--- src/design/gn3d_pkg.sv ---
// ----------------------------------------------------------------------------
// gn3d_pkg
// Shared constants, tables and helpers for the 3D gradient noise pipeline.
// ----------------------------------------------------------------------------
package gn3d_pkg;

  localparam int FracBits    = 16;
  localparam int OutFracBits = 15;
  localparam int CoordW      = 24;
  localparam int OutW        = 16;
  localparam int Scale097    = 63570;

  // Values with FracBits fraction bits, signed, wide enough for sums and blends.
  localparam int ValW = FracBits + 4;
  typedef logic signed [ValW-1:0] val_t;
  typedef logic [FracBits-1:0]    frac_t;
  typedef logic [7:0]             cell_t;

  localparam logic [7:0] PermRom [256] = '{
    8'd63, 8'd9, 8'd212, 8'd205, 8'd31, 8'd128, 8'd72, 8'd59, 8'd137, 8'd203,
    8'd195, 8'd170, 8'd181, 8'd115, 8'd165, 8'd40,
    8'd116, 8'd139, 8'd175, 8'd225, 8'd132, 8'd99, 8'd222, 8'd2, 8'd41, 8'd15,
    8'd197, 8'd93, 8'd169, 8'd90, 8'd228, 8'd43,
    8'd221, 8'd38, 8'd206, 8'd204, 8'd73, 8'd17, 8'd97, 8'd10, 8'd96, 8'd47,
    8'd32, 8'd138, 8'd136, 8'd30, 8'd219, 8'd78,
    8'd224, 8'd13, 8'd193, 8'd88, 8'd134, 8'd211, 8'd7, 8'd112, 8'd176, 8'd19,
    8'd106, 8'd83, 8'd75, 8'd217, 8'd85, 8'd0,
    8'd98, 8'd140, 8'd229, 8'd80, 8'd118, 8'd151, 8'd117, 8'd251, 8'd103, 8'd242,
    8'd81, 8'd238, 8'd172, 8'd82, 8'd110, 8'd4,
    8'd227, 8'd77, 8'd243, 8'd46, 8'd12, 8'd189, 8'd34, 8'd188, 8'd200, 8'd161,
    8'd68, 8'd76, 8'd171, 8'd194, 8'd57, 8'd48,
    8'd247, 8'd233, 8'd51, 8'd105, 8'd5, 8'd23, 8'd42, 8'd50, 8'd216, 8'd45,
    8'd239, 8'd148, 8'd249, 8'd84, 8'd70, 8'd125,
    8'd108, 8'd241, 8'd62, 8'd66, 8'd64, 8'd240, 8'd173, 8'd185, 8'd250, 8'd49,
    8'd6, 8'd37, 8'd26, 8'd21, 8'd244, 8'd60,
    8'd223, 8'd255, 8'd16, 8'd145, 8'd27, 8'd109, 8'd58, 8'd102, 8'd142, 8'd253,
    8'd120, 8'd149, 8'd160, 8'd124, 8'd156, 8'd79,
    8'd186, 8'd135, 8'd127, 8'd14, 8'd121, 8'd22, 8'd65, 8'd54, 8'd153, 8'd91,
    8'd213, 8'd174, 8'd24, 8'd252, 8'd131, 8'd192,
    8'd190, 8'd202, 8'd208, 8'd35, 8'd94, 8'd231, 8'd56, 8'd95, 8'd183, 8'd163,
    8'd111, 8'd147, 8'd25, 8'd67, 8'd36, 8'd92,
    8'd236, 8'd71, 8'd166, 8'd1, 8'd187, 8'd100, 8'd130, 8'd143, 8'd237, 8'd178,
    8'd158, 8'd104, 8'd184, 8'd159, 8'd177, 8'd52,
    8'd214, 8'd230, 8'd119, 8'd87, 8'd114, 8'd201, 8'd179, 8'd198, 8'd3, 8'd248,
    8'd182, 8'd39, 8'd11, 8'd152, 8'd196, 8'd113,
    8'd20, 8'd232, 8'd69, 8'd141, 8'd207, 8'd234, 8'd53, 8'd86, 8'd180, 8'd226,
    8'd74, 8'd150, 8'd218, 8'd29, 8'd133, 8'd8,
    8'd44, 8'd123, 8'd28, 8'd146, 8'd89, 8'd101, 8'd154, 8'd220, 8'd126, 8'd155,
    8'd122, 8'd210, 8'd168, 8'd254, 8'd162, 8'd129,
    8'd33, 8'd18, 8'd209, 8'd61, 8'd191, 8'd199, 8'd157, 8'd245, 8'd55, 8'd164,
    8'd167, 8'd215, 8'd246, 8'd144, 8'd107, 8'd235
  };

  function automatic cell_t hash8(input cell_t i);
    hash8 = PermRom[i];
  endfunction

  // Gradient dot product: per code, a signed sum of two of x, y, z.
  function automatic val_t grad(input logic [3:0] h, input val_t x, input val_t y,
                                input val_t z);
    case (h)
      4'd0:    grad = x + z;
      4'd1:    grad = x + y;
      4'd2:    grad = y + z;
      4'd3:    grad = y - x;
      4'd4:    grad = z - x;
      4'd5:    grad = -x - y;
      4'd6:    grad = z - y;
      4'd7:    grad = x - y;
      4'd8:    grad = x - z;
      4'd9:    grad = y - z;
      4'd10:   grad = -x - z;
      4'd11:   grad = -y - z;
      4'd12:   grad = x + y;
      4'd13:   grad = y - x;
      4'd14:   grad = z - y;
      default: grad = -y - z;
    endcase
  endfunction

  // Round to nearest, ties up: floor((p + half) >> FracBits).
  localparam int ProdW = 2 * ValW;
  function automatic val_t rnd_shift(input logic signed [ProdW-1:0] p);
    logic signed [ProdW-1:0] n;
    n = p + (ProdW'(1) <<< (FracBits - 1));
    rnd_shift = val_t'(n >>> FracBits);
  endfunction

endpackage

--- src/design/gn3d_fade.sv ---
// ----------------------------------------------------------------------------
// gn3d_fade
// Quintic fade 6t^5-15t^4+10t^3 in three registered stages with stall enable.
// ----------------------------------------------------------------------------
module gn3d_fade (
  input  logic             clk_i,
  input  logic             en_i,
  input  gn3d_pkg::frac_t  f_i,
  output gn3d_pkg::val_t   s_o
);
  import gn3d_pkg::*;

  localparam int F2W = FracBits;
  logic [F2W-1:0]      f2_q, f_a_q, f3_q;
  logic [FracBits+4:0] t_q;
  logic [2*F2W-1:0]    p2, p3;
  logic [FracBits+4:0] t_d;
  logic [2*FracBits+4:0] p4;
  val_t s_q;

  assign p2 = f_i * f_i;
  assign p3 = f2_q * f_a_q;
  assign t_d = (FracBits+5)'(6) * (FracBits+5)'(f2_q) + ((FracBits+5)'(10) << FracBits)
             - (FracBits+5)'(15) * (FracBits+5)'(f_a_q);
  assign p4 = f3_q * t_q;

  always_ff @(posedge clk_i) begin
    if (en_i) begin
      f2_q  <= p2[2*FracBits-1:FracBits];
      f_a_q <= f_i;
      f3_q  <= p3[2*FracBits-1:FracBits];
      t_q   <= t_d;
      s_q   <= val_t'(p4 >> FracBits);
    end
  end

  assign s_o = s_q;
endmodule

--- config.mk ---
export PLATFORM = sky130hd
export DESIGN_NAME = gn3d_fade
export DESIGN_NICKNAME = d
export VERILOG_FILES = /design/src/design/gn3d_pkg.sv /design/src/design/gn3d_fade.sv
export SDC_FILE = /design/constraint.sdc
export NUM_CORES = 2
export LEC_CHECK = 0
export BUFFER_PORTS_ARGS = -buffer_cell sky130_fd_sc_hd__clkbuf_2
export CAP_MARGIN = 40
export CELL_PAD_IN_SITES_DETAIL_PLACEMENT = 1
export CELL_PAD_IN_SITES_GLOBAL_PLACEMENT = 2
export CORE_MARGIN = 4
export CORE_UTILIZATION = 47
export DETAILED_ROUTE_END_ITERATION = 7
export PLACE_DENSITY_LB_ADDON = 0.1
export SYNTH_ARGS = -nofsm -noshare
export SYNTH_HDL_FRONTEND = slang
export SYNTH_SLANG_ARGS = --single-unit
--- constraint.sdc ---
create_clock -name clk_i -period 17.4 [get_ports clk_i]
set_input_delay 3.48 -clock clk_i [delete_from_list [all_inputs] [get_ports clk_i]]
set_output_delay 3.48 -clock clk_i [all_outputs]
set_load 0.1 [all_outputs]
# == Word-level counts from Yosys, hierarchy flattened ==
# Index checks and enable logic that the tools add are counted.
# classes
n_addsub,2
n_mul,5
# ops
operator,count
$mul A16 B16 Y32,2
$mul A16 B21 Y36,1
$add A19 B20 Y21 const B,1
$sub A21 B20 Y21,1
$mul A4 B16 Y20 const A,1
$mul A2 B16 Y18 const A,1
# totals
reg_bits,89

# == Longest topological paths before layout ==
# depth
ltp_word,3
mapped_depth,24

# == Worst setup path after synthesis ==
# Ideal clock, no wire load.
# synth_path
path_kind,input to register
startpoint,input port f_i[1]
endpoint,register f2_q[12] (data pin)
arrival_ps,8889
required_ps,17144
setup_slack_ps,8255
path_stages,21
n_path_buf,2
path_cell_list,clkbuf_1 clkbuf_1 nand2_1 fa_1 fa_1 inv_1 fa_1 fa_1 fa_1 inv_1 fa_1 inv_1 ha_1 a21oi_1 o21ai_0 a22oi_1 a31oi_1 or3_1 a21boi_0 nand2b_1 a21oi_1
# synth_between
elab_chain_len,1
# synth_rtl
element,line,text
start: declaration,gn3d_fade.sv:8,"input gn3d_pkg::frac_t f_i,"
$mul A16 B16 Y32,gn3d_fade.sv:21,assign p2 = f_i * f_i;
net p2[28],gn3d_fade.sv:16,"logic [2*F2W-1:0] p2, p3;"
end signal: assignment,gn3d_fade.sv:29,f2_q <= p2[2*FracBits-1:FracBits];
end: declaration,gn3d_fade.sv:14,"logic [F2W-1:0] f2_q, f_a_q, f3_q;"
# The timed path passes the listed nets, and every way through them passes these cells.
# A chain may end at the register's enable or synchronous reset.

# == Final worst setup path ==
# layout_path
startpoint,input port f_i[2]
endpoint,register f2_q[10] (data pin)
# Same word-level chain as after synthesis.

==> reports/qor.yml <==
grt_start_max_net_pins: 52
relSlewSlack_pct: 38.6
fin_crit_sh_pct: 53.4
clk_pin_slew_ps: 80
io_buffers: 37
diodes: 0
avgSynthCellArea_um2: 9.42
via_per_inst: 5.25
grt_overflow_total: 0
hold_start: "f_a_q[0]"
root_buffer: "clkbuf_16"
cts_tree: "built"
crit_top_cell: "fa_1"
clock_sinks: 89
arrival_ps: 9430
yosysWarnings: 0
seq_area_frac_synth_pct: 8.75
slowest_stage: "fa_1"
synth-xor-area-share_pct: 2.67
synth_top_family_by_area: "adder cells"
clock.fmax_mhz: 108
cts.path.max_buffers: 2
min_period_ps: 9290
cpPeakStageDelay_ps: 550
rsz0062_at_grt: "false"
route.detailed.drc: 0
dp_hpwl_um: 66300
max_cap_violations: 0
async_flop_share_pct: 0
die_h_um: 263
clkLatencyLatePin_ps: 400
crit_required_ps: 17530
ctsResizeCount: 0
cp_cell_sequence: "clkbuf_2, and2_1, fa_1, inv_1, fa_1, inv_1, fa_1, fa_1, fa_1, inv_1, fa_1, inv_1, ha_1, a21oi_1, o21ai_0, a22oi_1, nand3_1, a31oi_1, o21ai_0, a21oi_1, xnor2_1"
tightest_slew_ps: 922
path_max_fanout: 19
synth_edf_count: 89
first_pass_iters: 7
grt_pass1_vias: 25400
grt_usage_pct: 24.8
setup-violations-final: 0
die_w_um: 263
initial_core_util_pct: 47.4
synthDistinctLibCells: 55
synth_area_um2: 30600
synthFlopType: "edfxtp_1"
syn_to_final_growth_pct: 5.97
yosys.area_share.simple_pct: 14.3
ys_seq_elements: 89
postRouteAntennaNets: 0
yosys-top-cells-area: "fa_1, ha_1, inv_1"
finClkSkew_ps: 17.2
synthMuxAreaShare_pct: 0.0369
synthAdderAreaFrac_pct: 58.4
antenna_found_initial: 1
path_class: "in2reg"
status: "finished, final reports clean"
routed_wl_um: 82000
nets: 4278
startpoint: "f_i[2]"
synth-compound-area-share_pct: 4.68
core-area_um2: 64500
end_kind: "flip-flop"
cts_setup_buffers: 0
hold_viol: 0
gp_congestion: 0.826
startpoint_type: "primary input"
synth_top_area_share_pct: 43.5
totalNegativeSetupSlack_ps: 0
postCtsHoldBufs: 0
synthesis.nets: 4289
std_cell_rows: 93
drtIter0Drc: 817
dieArea_um2: 69200
num_vias: 21500
hold_path.class: "reg2reg"
drive_above_1_share_pct: 3.49
cts_buffers: 9
finalMaxSlewViolations: 0
htree_levels: 3
grt_pass1_wl_um: 136000
yosys.area.top_type: "fa_1"
wl_per_cell_um: 20.0
ios: 38
r2r_start: "t_q[9]"
synth_cells: 3243
-- critical path: cells and delay by family --
family | cells | cell delay [ps]
AND/OR/NAND/NOR | 2 | 530
AO/OA/AOI/OAI | 6 | 1490
XOR/XNOR | 1 | 100
adder cells (fa/ha/maj) | 7 | 3340
buffers and inverters | 5 | 490
-- cells in the final DEF, fill, tap and decap left out, types with 20 or more instances in the layout --
master,instances
inv_1,803
fa_1,664
nand2_1,433
ha_1,364
and2_1,306
edfxtp_1,89
xnor2_1,70
a21oi_1,67
nor2_1,66
o21ai_0,37
clkbuf_2,36
a21o_1,27
buf_4,26
xor2_1,23
nand3_1,20
-- registers in the layout, summed over array words and instances (netlist names) --
register and flops:
t_q 21, s_o 20, f2_q 16, f3_q 16
f_a_q 16
-- area by class of cell --
type                       instances  area (um^2)
clock buffer                       9          225
clock inverter                     7         73.8
fill                            7348        32100
inverter                         803         3010
multi-input combinational       2244        24500
sequential                        89         2670
tap                              855         1070
timing repair buffer              85          858
-- per-layer routing --
layer  GRT usage, %  vias up  routed length [um]
met5              0        -                   0
met3           2.39      110                2330
met1           31.2    11400               34600
met2           45.7      340               43100
li1               -     9680                   -
met4           6.29        0                2060
-- final timing paths --
kind	end	cells past startpoint	slack [ps]
worst max-delay path	f2_q[10]	21	8110
worst min-delay path	t_q[0]	0	530
worst max register to register	s_o[8]	18	10140
worst min register to register	t_q[0]	0	530
-- synth_stat cells, drive strengths merged, types with 5 or more instances --
library cell,n
inv,803
fa,664
nand2,433
ha,364
and2,307
clkbuf,107
edfxtp,89
xnor2,70
a21oi,68
nor2,66
o21ai,39
a21o,27
xor2,23
nand3,20
nand4,18
o21bai,18
nor3,17
a31oi,10
nor2b,10
nand2b,9
o21a,8
o211ai,7
a211oi,6
or2,6
and3,5
-- cells by family after synthesis --
group,count (synthesis)
compound gates,219
mux,1
buf+inv,910
fa+ha+maj,1028
xor+xnor,93
simple gates,903
flops,89
-- per-stage QoR --
| stage | hold WS, ps | util (%) | setup slack [ps] | std cells | instance area [um^2] |
|---|---|---|---|---|---|
| 6_report | 530 | 50.2 | 8110 | 4092 | 32400 |
| 5_1_grt | 545 | 50.2 | 7740 | 4092 | 32400 |
| 4_1_cts | 535 | 50.2 | 8100 | 4092 | 32400 |
| 3_5_place_dp | 501 | 49.8 | 7670 | 4076 | 32100 |
| 3_3_place_gp | 1100 | 49.0 | 7780 | 4052 | 31600 |
| 2_1_floorplan | 546 | - | 8250 | 3243 | 30600 |
Power is left out: the tool's default activity adds up to more than one toggle a clock period on the data nets, which glitch-free logic cannot reach.
